### src/rtl/rte_pkg.sv
// Shared types and constants for the RISC-V trap entry unit.
// Used by rte_decide and riscv_trap_entry_unit; depends on nothing else.
package rte_pkg;

  typedef logic [63:0] word_t;

  // Configuration register indexes.
  localparam logic [2:0] REG_EXC_DELEG = 3'd0;
  localparam logic [2:0] REG_IRQ_DELEG = 3'd1;
  localparam logic [2:0] REG_IRQ_EN    = 3'd2;
  localparam logic [2:0] REG_MVEC      = 3'd3;
  localparam logic [2:0] REG_SVEC      = 3'd4;

  // Privilege levels.
  localparam logic [1:0] PRIV_U = 2'd0;
  localparam logic [1:0] PRIV_S = 2'd1;
  localparam logic [1:0] PRIV_M = 2'd3;

  // Item kinds.
  localparam logic KIND_EXC = 1'b0;
  localparam logic KIND_IRQ = 1'b1;

  // mstatus bit positions.
  localparam int unsigned BIT_SIE  = 1;
  localparam int unsigned BIT_MIE  = 3;
  localparam int unsigned BIT_SPIE = 5;
  localparam int unsigned BIT_MPIE = 7;
  localparam int unsigned BIT_SPP  = 8;
  localparam int unsigned BIT_MPP  = 11;

  // Standard interrupt lines and their priority, highest first.
  localparam logic [11:0] LINE_MASK = 12'hAAA;
  localparam int unsigned NUM_LINES = 6;
  localparam logic [3:0] LINE_ORDER [NUM_LINES] = '{
    4'd11, 4'd3, 4'd7, 4'd9, 4'd1, 4'd5
  };

  typedef struct packed {
    logic [31:0] exc_deleg;
    logic [11:0] irq_deleg;
    logic [11:0] irq_en;
    word_t       mvec;
    word_t       svec;
  } trap_cfg_t;

  typedef struct packed {
    logic        kind;
    logic [4:0]  exc_cause;
    word_t       fault_pc;
    word_t       fault_value;
    logic [11:0] pending_lines;
    logic [1:0]  cur_priv;
    word_t       status_in;
  } trap_req_t;

  typedef struct packed {
    logic       taken;
    logic       to_super;
    word_t      trap_cause;
    word_t      saved_pc;
    word_t      saved_value;
    word_t      status_out;
    logic [1:0] priv_out;
    word_t      handler_pc;
  } trap_rsp_t;

endpackage

### src/rtl/rte_decide.sv
// Combinational trap decision: interrupt selection, delegation, mstatus
// stack push and handler pc. Depends on rte_pkg.
module rte_decide (
  input  rte_pkg::trap_req_t req,
  input  rte_pkg::trap_cfg_t cfg,
  output rte_pkg::trap_rsp_t rsp
);
  import rte_pkg::*;

  always_comb begin
    logic [11:0] act;
    logic [11:0] mp;
    logic [11:0] sp;
    logic [11:0] pick;
    logic [3:0]  line;
    logic        m_ok;
    logic        s_ok;
    logic        have;
    logic        sup;
    logic        deleg_bit;
    word_t       st;
    word_t       vec;
    word_t       base;

    act  = req.pending_lines & cfg.irq_en & LINE_MASK;
    mp   = act & ~cfg.irq_deleg;
    sp   = act & cfg.irq_deleg;
    m_ok = (req.cur_priv != PRIV_M) || req.status_in[BIT_MIE];
    s_ok = (req.cur_priv == PRIV_U) || ((req.cur_priv == PRIV_S) && req.status_in[BIT_SIE]);

    if (m_ok && (mp != 12'd0)) begin
      pick = mp;
    end else if (s_ok && (sp != 12'd0)) begin
      pick = sp;
    end else begin
      pick = 12'd0;
    end

    // Walk from lowest priority up so the highest pending line wins.
    line = 4'd0;
    for (int i = NUM_LINES - 1; i >= 0; i--) begin
      if (pick[LINE_ORDER[i]]) line = LINE_ORDER[i];
    end

    have      = (req.kind == KIND_EXC) || (pick != 12'd0);
    deleg_bit = (req.kind == KIND_IRQ) ? cfg.irq_deleg[line] : cfg.exc_deleg[req.exc_cause];
    sup       = ((req.cur_priv == PRIV_U) || (req.cur_priv == PRIV_S)) && deleg_bit;

    st = req.status_in;
    if (sup) begin
      st[BIT_SPIE] = req.status_in[BIT_SIE];
      st[BIT_SIE]  = 1'b0;
      st[BIT_SPP]  = req.cur_priv[0];
      vec          = cfg.svec;
    end else begin
      st[BIT_MPIE]            = req.status_in[BIT_MIE];
      st[BIT_MIE]             = 1'b0;
      st[BIT_MPP+1:BIT_MPP]   = req.cur_priv;
      vec                     = cfg.mvec;
    end
    base = {vec[63:2], 2'b00};

    if (!have) begin
      rsp.taken       = 1'b0;
      rsp.to_super    = 1'b0;
      rsp.trap_cause  = '0;
      rsp.saved_pc    = '0;
      rsp.saved_value = '0;
      rsp.status_out  = req.status_in;
      rsp.priv_out    = req.cur_priv;
      rsp.handler_pc  = req.fault_pc;
    end else begin
      rsp.taken    = 1'b1;
      rsp.to_super = sup;
      rsp.saved_pc = req.fault_pc;
      rsp.status_out = st;
      rsp.priv_out = sup ? PRIV_S : PRIV_M;
      if (req.kind == KIND_IRQ) begin
        rsp.trap_cause  = {1'b1, 59'd0, line};
        rsp.saved_value = '0;
        rsp.handler_pc  = vec[0] ? (base + {58'd0, line, 2'b00}) : base;
      end else begin
        rsp.trap_cause  = {59'd0, req.exc_cause};
        rsp.saved_value = req.fault_value;
        rsp.handler_pc  = base;
      end
    end
  end

endmodule

### src/rtl/riscv_trap_entry_unit.sv
// Top level of the RISC-V trap entry unit: configuration registers, input
// register, decision logic and result register. Depends on rte_pkg, rte_decide.
//
//  channel  direction  handshake              payload
//  in       in         in_valid / in_ready    kind .. status_in
//  out      out        out_valid / out_ready  taken .. handler_pc
//  cfg      in         cfg_we                 cfg_index, cfg_data
//
// From input beat to result beat: the input register, then the result register
// after the trap decision logic. One beat per cycle sustained unless out_ready is
// low. Each stage holds while the stage after it is full and not drained, so a
// stalled output backs up at most two items. Synchronous reset clears the
// configuration registers and both valid flags.
module riscv_trap_entry_unit (
  input  logic                clk,
  input  logic                rst,
  input  logic                cfg_we,
  input  logic [2:0]          cfg_index,
  input  rte_pkg::word_t      cfg_data,
  input  logic                in_valid,
  output logic                in_ready,
  input  logic                kind,
  input  logic [4:0]          exc_cause,
  input  rte_pkg::word_t      fault_pc,
  input  rte_pkg::word_t      fault_value,
  input  logic [11:0]         pending_lines,
  input  logic [1:0]          cur_priv,
  input  rte_pkg::word_t      status_in,
  output logic                out_valid,
  input  logic                out_ready,
  output logic                taken,
  output logic                to_super,
  output rte_pkg::word_t      trap_cause,
  output rte_pkg::word_t      saved_pc,
  output rte_pkg::word_t      saved_value,
  output rte_pkg::word_t      status_out,
  output logic [1:0]          priv_out,
  output rte_pkg::word_t      handler_pc
);
  import rte_pkg::*;

  trap_cfg_t cfg;
  trap_req_t s1_req;
  logic      s1_valid;
  trap_rsp_t rsp_next;
  trap_rsp_t rsp;
  logic      s1_ready;
  logic      s2_ready;

  always_ff @(posedge clk) begin
    if (rst) begin
      cfg <= '0;
    end else if (cfg_we) begin
      unique case (cfg_index)
        REG_EXC_DELEG: cfg.exc_deleg <= cfg_data[31:0];
        REG_IRQ_DELEG: cfg.irq_deleg <= cfg_data[11:0];
        REG_IRQ_EN:    cfg.irq_en    <= cfg_data[11:0];
        REG_MVEC:      cfg.mvec      <= cfg_data;
        REG_SVEC:      cfg.svec      <= cfg_data;
        default: ;
      endcase
    end
  end

  assign s2_ready = !out_valid || out_ready;
  assign s1_ready = !s1_valid || s2_ready;
  assign in_ready = s1_ready;

  always_ff @(posedge clk) begin
    if (rst) begin
      s1_valid <= 1'b0;
    end else if (s1_ready) begin
      s1_valid <= in_valid;
    end
  end

  always_ff @(posedge clk) begin
    if (s1_ready && in_valid) begin
      s1_req <= '{kind: kind, exc_cause: exc_cause, fault_pc: fault_pc,
                  fault_value: fault_value, pending_lines: pending_lines,
                  cur_priv: cur_priv, status_in: status_in};
    end
  end

  rte_decide u_decide (
    .req(s1_req),
    .cfg(cfg),
    .rsp(rsp_next)
  );

  always_ff @(posedge clk) begin
    if (rst) begin
      out_valid <= 1'b0;
    end else if (s2_ready) begin
      out_valid <= s1_valid;
    end
  end

  always_ff @(posedge clk) begin
    if (s2_ready && s1_valid) begin
      rsp <= rsp_next;
    end
  end

  assign taken       = rsp.taken;
  assign to_super    = rsp.to_super;
  assign trap_cause  = rsp.trap_cause;
  assign saved_pc    = rsp.saved_pc;
  assign saved_value = rsp.saved_value;
  assign status_out  = rsp.status_out;
  assign priv_out    = rsp.priv_out;
  assign handler_pc  = rsp.handler_pc;

`ifndef SYNTHESIS
  // An accepted beat always lands in the input register.
  a_accept_fills: assert property (@(posedge clk) disable iff (rst)
    in_valid && in_ready |=> s1_valid)
    else $error("accepted input beat did not reach the input register");

  // Both stages full and the output stalled: no new beat may be taken.
  a_full_blocks: assert property (@(posedge clk) disable iff (rst)
    s1_valid && out_valid && !out_ready |-> !in_ready)
    else $error("input accepted while the pipeline is full");

  // A staged item moves to the output when the output frees up.
  a_stage_moves: assert property (@(posedge clk) disable iff (rst)
    s1_valid && s2_ready |=> out_valid)
    else $error("staged item lost on the way to the output");

  // The new privilege follows the trap target.
  a_priv_target: assert property (@(posedge clk) disable iff (rst)
    out_valid && taken |-> (priv_out == (to_super ? PRIV_S : PRIV_M)))
    else $error("new privilege does not match the trap target");

  // No trap means no cause and no S-mode write.
  a_no_trap: assert property (@(posedge clk) disable iff (rst)
    out_valid && !taken |-> (trap_cause == '0) && !to_super)
    else $error("cause or target reported without a trap");
`endif

endmodule

### config.mk
export PLATFORM = sky130hd
export DESIGN_NAME = riscv_trap_entry_unit
export DESIGN_NICKNAME = d
export VERILOG_FILES = /design/src/rtl/rte_pkg.sv /design/src/rtl/rte_decide.sv /design/src/rtl/riscv_trap_entry_unit.sv
export SDC_FILE = /design/constraint.sdc
export NUM_CORES = 1
export LEC_CHECK = 0
export BUFFER_PORTS_ARGS = -buffer_cell sky130_fd_sc_hd__clkbuf_2
export CORE_AREA = 2 2 237 239
export CTS_CLUSTER_SIZE = 20
export DETAILED_ROUTE_END_ITERATION = 16
export DIE_AREA = 0 0 239 241
export PLACE_DENSITY_LB_ADDON = 0.15
export SKIP_LAST_GASP = 1
export SYNTH_ARGS = -nofsm -noshare
export SYNTH_HDL_FRONTEND = slang
export SYNTH_SLANG_ARGS = --single-unit
### constraint.sdc
create_clock -name clk -period 22.7 [get_ports clk]
set_input_delay 6.81 -clock clk [delete_from_list [all_inputs] [get_ports clk]]
set_output_delay 6.81 -clock clk [all_outputs]
set_load 0.05 [all_outputs]
Word level (Yosys, flattened, before mapping)
Cells that the tools add are included.

storage, ports and cells
  output and inout bits = 326
  flip-flop bits (word level) = 722
  logic and storage cells = 89
  bits of input ports = 284

cells by class
  eq/ne operators = 6
  add/subtract/negate cells = 1
  multiplexer cells = 26
  order comparisons = 2
  bitwise operators = 6
  reductions and logical operators = 25

operator list
  cell                count
  $mux 324            1
  $mux 64             5
  $add 64x6->64       1
  $and 12x12->12      3
  $reduce_bool 12->1  3
  $mux 12             2
  $mux 4              4
  $not 12->12         1
  $reduce_and 2->1    5
  $mux 1              8
  $eq 3x2->1 const B  2
  $logic_and 1x1->1   6
  $logic_or 1x1->1    6
  $lt 5x6->1 const B  1
  $mux 3              2
  $bmux 1 s5          1
  $lt 4x5->1 const B  1
  $bmux 1 s4          1
  $mux 2              2
  $eq 3x1->1 const B  1
  $eq 3x3->1 const B  1
  $logic_not 3->1     1
  $eq 2x1->1 const B  1
  $logic_not 1->1     2
  other kinds (4)     5

Longest topological paths before layout
Gate-level depths: netlist of run 1.

  word-level depth = 21
  depth in mapped cells = 24
  gate-level depth less buffers = 21

By module
Synthesis of run 1 repeated with hierarchy kept, for this count alone.

second synthesis, totals
  cell total of the unflattened synthesis = 2258
  area, all modules = 30359.1 um2

by module, submodules not included
  module                 sequential area each (um2)  cells an instance  times used  area each (um2)
  riscv_trap_entry_unit  19819.0                     1216               1           23557.6
  rte_decide             0.0                         1042               1           6801.5

Least setup slack after synthesis of run 1
OpenSTA, ideal clock, no wires.

  path type = input to register
  start = in out_ready
  end = reg rsp, in the netlist handler_pc[0], enable pin
  path buffers = 0
  arrival time = 18.614 ns
  path slack = 3.156 ns
  setup time = 0.930 ns
  stages = 2
  data required time = 21.770 ns
  cell sequence = nor2b_1 -> nor2b_1

on the way
  longest elaborated chain between the ends = 2

ends and longest elaborated chain
  item                  RTL line                      text
  start, declared       riscv_trap_entry_unit.sv:30   input logic out_ready,
  $logic_or 1x1->1      riscv_trap_entry_unit.sv:65   assign s2_ready = !out_valid || out_ready;
  $logic_and 1x1->1     riscv_trap_entry_unit.sv:100  if (s2_ready && s1_valid) begin
  end signal, assigned  riscv_trap_entry_unit.sv:101  rsp <= rsp_next;
  end, declared         riscv_trap_entry_unit.sv:46   trap_rsp_t rsp;

No other way between the ends.
A chain may end at the register's enable or synchronous reset.

Worst setup path after layout of run 1
  start = in out_ready
  end = out in_ready

on the way
  longest elaborated chain between the ends = 2

ends and longest elaborated chain
  item              RTL line                     text
  $logic_or 1x1->1  riscv_trap_entry_unit.sv:65
  $logic_or 1x1->1  riscv_trap_entry_unit.sv:66  assign s1_ready = !s1_valid || s2_ready;
  end, declared     riscv_trap_entry_unit.sv:21  output logic in_ready,

No other way between the ends.

==> results of run 1 <==
-- layout by cell type, fill, tap and decap left out, types with 4 or more instances in the layout --
master | netlist | routed
a21oi_1 | 213 | 213
a31oi_1 | 4 | 4
and2_1 | 79 | 78
and3_1 | 34 | 32
and4_1 | 10 | 10
buf_4 | 60 | 16
bufinv_16 | 0 | 6
clkbuf_1 | 86 | 13
clkbuf_16 | 0 | 72
clkbuf_2 | 0 | 544
clkinv_1 | 0 | 9
clkinv_2 | 0 | 12
conb_1 | 1 | 58
dfxtp_1 | 174 | 174
diode_2 | 0 | 4
edfxtp_1 | 472 | 472
ha_1 | 4 | 4
inv_1 | 18 | 17
mux2_1 | 9 | 9
mux2_2 | 6 | 6
mux2i_1 | 45 | 45
mux4_2 | 7 | 7
nand2_1 | 435 | 435
nand3_1 | 52 | 50
nand3b_1 | 6 | 6
nand4_1 | 23 | 23
nor2_1 | 102 | 101
nor2b_1 | 71 | 70
nor3_1 | 20 | 20
nor4_1 | 8 | 8
o21ai_0 | 6 | 6
o21ai_1 | 52 | 52
or3_1 | 6 | 6
xnor2_1 | 55 | 55
xor2_1 | 43 | 43
-- power by group --
part	internal (mW)	switching [mW]
clock network	0.661	0.461
registers	1.33	0.0244
logic	0.0613	0.205
total	2.05	0.690
-- cells by family after synthesis --
family | share of synthesized area [%]
compound gates | 6.49
simple gates | 15.7
flops | 67.6
fa+ha+maj | 0.268
buf+inv | 3.70
mux | 2.97
xor+xnor | 3.28
other cells | 0.0143
-- through the flow --
step	utilization [%]	instances	setup slack, ns	total power, mW
3_3_place_gp	53.3	3335	8.32	1.64
2_1_floorplan	-	2231	3.16	1.58
4_1_cts	57.4	3460	8.30	2.76
5_1_grt	57.4	3461	8.25	2.83
3_5_place_dp	53.3	3335	8.30	1.65
6_report	57.4	3464	8.31	2.74
-- how the worst max path moves through the flow --
stage,endpoint,slack (ns)
after global placement,in_ready,8.32
after detailed placement,in_ready,8.30
after floorplan,handler_pc[0]$_SDFFCE_PN0P_,3.16
final,in_ready,8.31
after global routing,in_ready,8.25
after CTS,in_ready,8.30
-- layer usage --
| layer | wire [µm] | global-route usage [%] | up-vias |
|---|---|---|---|
| li1 | - | - | 8598 |
| met1 | 32700 | 35.2 | 8839 |
| met2 | 35000 | 39.8 | 726 |
| met3 | 6420 | 6.23 | 140 |
| met4 | 2200 | 9.36 | 12 |
| met5 | 73 | 0 | - |
-- state kept, by name, indices dropped and copies added, names as in the netlist --
signal	flops
cfg	172
handler_pc	64
out_valid	1
priv_out	2
s1_req	206
s1_valid	1
saved_pc	64
saved_value	64
status_out	64
taken	1
to_super	1
trap_cause	6
-- area by class of cell --
cell class | instances | share of cell area, %
multi-input cells | 1406 | 24.6
well taps | 704 | 2.80
diodes | 4 | 0.0318
inverters | 18 | 0.222
clock inverters | 37 | 1.17
clock buffers | 88 | 6.01
flip-flops and latches | 646 | 56.1
repair buffers | 561 | 9.09
-- critical path, cell delays in order --
cell,delay (ns)
clkbuf_2,0.08
nor2b_1,0.31
nand2_1,0.12
clkbuf_2,0.25
==> metrics.md, run 1 <==
| Metric | Value |
|---|---|
| Most numerous cell in the Yosys netlist | edfxtp_1 |
| Period utilization | 63.4% |
| Final min period | 14.39 ns |
| Multi-input logic area | 7760 µm² |
| VDD IR max | 0.0540 mV |
| Gr usage total | 25.6% |
| Die height | 241 µm |
| Crit path DAT | 7.58 ns |
| Leakage | 11.8 nW |
| Clock tree buffer depth | 3 |
| Routed len/inst | 22.0 µm |
| Synth area leader | edfxtp_1 |
| R2R depth | 22 |
| Syn Inst Count | 2174 |
| Unrepaired setup endpoints after global routing | false |
| Area delta synth->final | 20.5% |
| Final ANT Viol Nets | 0 |
| Status | finished clean |
| First-pass GRT wire length | 109 mm |
| Post-DR vias/cell | 5.29 |
| Root buffer cell | clkbuf_16 |
| Hold_ws | 0.410 ns |
| Synthesized cell area | 26100 µm² |
| PortBufs | 545 |
| Yosys cell types | 72 |
| Slew Limit Fails | 0 |
| Die area | 57600 µm² |
| Starting Density | 47.6% |
| Routed WL | 76.3 mm |
| Power per cell area | 87.1 nW/µm² |
| Placeable Area | 54900 µm² |
| Setup crit end kind | primary output |
| Critical path startpoint | out_ready |
| FF/Latch Area | 17700 µm² |
| Crit path required time | 15.89 ns |
| Clock Sinks | 646 |
| Die Width | 239 µm |
| Hold/Removal Path Class | reg2reg |
| R2r setup slk | 15.54 ns |
| Most frequent cells after synthesis | 472 x edfxtp_1, 435 x nand2_1, 213 x a21oi_1, 174 x dfxtp_1, 102 x nor2_1 |
| Reg2reg end | handler_pc[62]$_DFFE_PP_ |
| CTS buffer count | 69 |
| Yosys reg bits | 646 |
| Slew @ Worst Pin | 1.12 ns |
| Yosys Warn Count | 0 |
| CP Launch Type | input port |
| # setup viols final | 0 |
| Hold Path End | status_out[22]$_DFFE_PP_ |
| I/O pin total | 610 |
| Clock slew at reported path FFs | 0.06 ns |
| Setup Fix Bufs, Post-CTS | 0 |
| Max-cap violations | 0 |
| DRT Pass-1 Iters | 5 |
| Yosys top cell area share | 54.2% |
| Sequential-to-total area share from yosys stat | 67.6% |
| Final RePlAce weighted congestion | 0.918 |
| Slew margin rel. | 25.1% |
| CTS tree | yes |
| Number of global-route vias before repair | 16900 |
| # nets final | 2991 |
| Fillers | 4646 |
| Worst r2r src | s1_req[206]$_DFFE_PP_ |
| Detailed Route Iter0 Violations | 1609 |
| Top area cells in the synthesized netlist | edfxtp_1 54%, dfxtp_1 13%, nand2_1 6.2%, a21oi_1 4.1%, and2_1 1.9% |
| Global route overflow | 0 |
| Syn Area/Cell | 12.0 µm² |
| Hold Path Stages | 0 |
| Drc violations | 0 |
| Number of synthesized flops with an enable pin | 472 |
| CTS H-tree lvls | 3 |
| Worst Hold Launch | s1_req[22]$_DFFE_PP_ |
| Final Hold Fails | 0 |
| Via count | 18300 |
| Number of gates resized after CTS | 0 |
| Layout cell share with drive strength beyond 1 | 25.4% |
| Initial antenna violation count | 8 |
| Most frequently used flop master after synthesis | edfxtp_1 |
| Largest net degree at the start of global routing | 181 |
| CP Max Fanout | 4 |
| Setup tns final | 0 ns |
| Clock skew | 0.0228 ns |
| Fin area | 31500 µm² |
| Placed instance area | 29200 µm² |
| Worst skew pair latency | 0.61 ns |
| CP Class | in2out |
| Max Fclk | 69.5 MHz |
| DP HPWL | 56.0 mm |
| Hold buffer count at CTS | 0 |
| Ys async rst share | 0% |
| Rows | 86 |
(Power assumes the default switching activity.)
==> inputs of run 2 (changes only) <==
--- a/config.mk
+++ b/config.mk
@@ -6,10 +6,10 @@
 export NUM_CORES = 1
 export LEC_CHECK = 0
 export BUFFER_PORTS_ARGS = -buffer_cell sky130_fd_sc_hd__clkbuf_2
-export CORE_AREA = 2 2 237 239
+export CORE_AREA = 2 2 234 236
 export CTS_CLUSTER_SIZE = 20
 export DETAILED_ROUTE_END_ITERATION = 16
-export DIE_AREA = 0 0 239 241
+export DIE_AREA = 0 0 236 238
 export PLACE_DENSITY_LB_ADDON = 0.15
 export SKIP_LAST_GASP = 1
 export SYNTH_ARGS = -nofsm -noshare
==> constraint.sdc (replaced) <==
create_clock -name clk -period 11.82 [get_ports clk]
set_input_delay 3.546 -clock clk [delete_from_list [all_inputs] [get_ports clk]]
set_output_delay 3.546 -clock clk [all_outputs]
set_load 0.05 [all_outputs]
==> run 2 against run 1 <==
Compared with the run above:
- clock skew decreased by 0.0025 ns
- non-clock buffer count increased by 3
- die area decreased by 2.5%
- hold slack got worse by 0.0021 ns
- core utilization increased by 1.4 points
==> metrics.md, run 2 (synthesis results as in run 1) <==
| Metric | Value |
|---|---|
| Starting Density | 48.9% (was 47.6%) |
| Family with the most delay on the worst path | simple AND/OR/NAND/NOR gates (unchanged) |
| Crit path DAT | 4.32 ns (was 7.58 ns) |
| Leakage | 11.8 nW (about the same) |
| Area delta synth->final | 20.3% (was 20.5%) |
| Global route overflow | 0 (unchanged) |
| Detailed Route Iter0 Violations | 1523 (was 1609) |
| Drc violations | 0 (unchanged) |
| Clock Sinks | 646 (unchanged) |
| Die Width | 236 µm (was 239 µm) |
| Clock slew at reported path FFs | 0.06 ns (about the same) |
| Power per cell area | 166 nW/µm² (was 87.1 nW/µm²) |
| Setup Fix Bufs, Post-CTS | 0 (unchanged) |
| VDD IR max | 0.0989 mV (was 0.0540 mV) |
| DP HPWL | 56.4 mm (was 56.0 mm) |
| Slew Limit Fails | 0 (unchanged) |
| Crit-path slowest cell | nor2b_1 (unchanged) |
| Die height | 238 µm (was 241 µm) |
| Fillers | 4428 (was 4646) |
| Final RePlAce weighted congestion | 0.890 (was 0.918) |
| I/O pin total | 610 (unchanged) |
| Final min period | 7.86 ns |
| Unrepaired setup endpoints after global routing | false (unchanged) |
| CTS tree | yes (unchanged) |
| CP peak stage delay | 0.32 ns (was 0.31 ns) |
| Number of global-route vias before repair | 16800 (was 16900) |
| Critical Path, Cell by Cell | clkbuf_2 > nor2b_1 > nand2_1 > clkbuf_2 (unchanged) |
| Die area | 56200 µm² (was 57600 µm²) |
| Top flop regs | s1_req: 206 flops, cfg: 172 flops (unchanged) |
| Internal | 3.91 mW (was 2.05 mW) |
| Post-DR vias/cell | 5.27 (was 5.29) |
| Sequential power share | 49.7% (was 49.4%) |
| Buf/Inv on CP | 2 (unchanged) |
| Largest Register | s1_req (unchanged) |
| Final WS setup | 3.96 ns (was 8.31 ns) |
| Final Hold Fails | 0 (unchanged) |
| Combinational share of power | 9.8% (was 9.7%) |
| PortBufs | 545 (unchanged) |
| Setup tns final | 0 ns (unchanged) |
| First-pass GRT wire length | 110 mm (was 109 mm) |
| CTS buffer count | 68 (was 69) |
| Placeable Area | 53500 µm² (was 54900 µm²) |
| Crit path top cell by count | clkbuf_2 (unchanged) |
| Initial antenna violation count | 9 (was 8) |
| Place WS | 3.96 ns (was 8.30 ns) |
| Clock tree buffer depth | 3 (unchanged) |
| Stages on the worst setup path | 4 (unchanged) |
| Max Fclk | 127 MHz |
| NetSw | 1.32 mW (was 0.690 mW) |
| Final ANT Viol Nets | 0 (unchanged) |
| # setup viols final | 0 (unchanged) |
| CP Max Fanout | 4 (unchanged) |
| Hold/Removal Path Class | reg2reg (unchanged) |
| Number of gates resized after CTS | 0 (unchanged) |
| # nets final | 2993 (was 2991) |
| Root buffer cell | clkbuf_16 (unchanged) |
| Layout cell share with drive strength beyond 1 | 25.2% (was 25.4%) |
| Max reg flops | 206 (unchanged) |
| Largest net degree at the start of global routing | 107 (was 181) |
| Worst skew pair latency | 0.61 ns (about the same) |
| Setup crit end kind | primary output (unchanged) |
| Crit path required time | 8.27 ns (was 15.89 ns) |
| DRT Pass-1 Iters | 5 (unchanged) |
| Period utilization | 66.5% |
| Routed len/inst | 22.0 µm (about the same) |
| Routed WL | 76.1 mm (was 76.3 mm) |
| Clock skew | 0.0203 ns (was 0.0228 ns) |
| CP Launch Type | input port (unchanged) |
| Hold buffer count at CTS | 0 (unchanged) |
| Most frequent cells in the layout | 544 x clkbuf_2, 472 x edfxtp_1, 435 x nand2_1 (unchanged) |
| Rows | 85 (was 86) |
| Slew @ Worst Pin | 1.08 ns (was 1.12 ns) |
| Clock network power share | 40.5% (was 40.9%) |
| Gr usage total | 26.4% (was 25.6%) |
| Most common cell after layout, fill and taps aside | clkbuf_2 (unchanged) |
| Max-cap violations | 0 (unchanged) |
| Switching share of power | 25.2% (about the same) |
| R2R depth | 22 (unchanged) |
| CTS H-tree lvls | 3 (unchanged) |
| Via count | 18200 (was 18300) |
| Slew margin rel. | 27.9% (was 25.1%) |
| Status | finished clean (unchanged) |
| CP Class | in2out (unchanged) |
| Hold Path Stages | 0 (unchanged) |
run 2: cell count changes in the layout (fill, tap and decap cells not counted), moves of 2 or more:
cell / change
clkbuf_1: -3
clkinv_2: -5
clkbuf_16: -2
clkinv_8: -2
clkinv_1: +5
clkinvlp_4: +2
buf_4: +4
run 2: worst reg2reg max path, delay by kind of cell (launching register included):
kind | cells | cell delay [ns]
AOI/OAI and AO/OA | 8 | 2.45
and+or+nand+nor | 5 | 1.14
muxes | 4 | 0.84
DFF | 1 | 0.76
adders and majority gates | 2 | 0.57
buffers and inverters | 2 | 0.49
xor gates and xnor gates | 1 | 0.42
run 2: power by group through the flow:
stage	Clock (mW)	Sequential [mW]	Combinational, mW
finish	2.12	2.60	0.511
global route	2.24	2.61	0.539
CTS	2.15	2.60	0.514
detailed placement	0	2.65	0.512
global placement	0	2.64	0.507
floorplan	0	2.81	0.203
run 2: routing by layer:
metal  global-route usage (%)  part of all wire, %  vias up
met4                     7.03                  2.3       12
met1                     36.4                   43     8796
met3                     7.24                  8.1      100
met5                        0                0.081        -
li1                         -                    -     8593
met2                     41.5                   47      693
run 2: final timing paths:
path	from	end	slack, ns
max	out_ready	in_ready	3.96
min	s1_req[51]$_DFFE_PP_	status_out[51]$_DFFE_PP_	0.41
max reg2reg	s1_req[206]$_DFFE_PP_	handler_pc[62]$_DFFE_PP_	4.87
min reg2reg	s1_req[51]$_DFFE_PP_	status_out[51]$_DFFE_PP_	0.41
run 2: final cells by class:
cell class                 count  area (µm²)  area share, %
tap                          696         871           2.77
multi-input combinational   1406        7760           24.7
antenna                        3        7.51         0.0239
sequential                   646       17700           56.1
clock inverter                37         382           1.21
inverter                      18        70.1          0.223
timing repair buffer         564        2870           9.13
clock buffer                  83        1830           5.82
run 2: through the flow:
step           util, %  area [µm²]  hold slack, ns  total power, mW  cells
3_3_place_gp      54.6       29200           0.400             3.15   3330
4_1_cts           58.8       31400           0.416             5.26   3450
3_5_place_dp      54.6       29200           0.405             3.16   3330
5_1_grt           58.8       31400           0.421             5.39   3453
2_1_floorplan        -       26400           0.400             3.02   2231
6_report          58.8       31400           0.408             5.23   3453
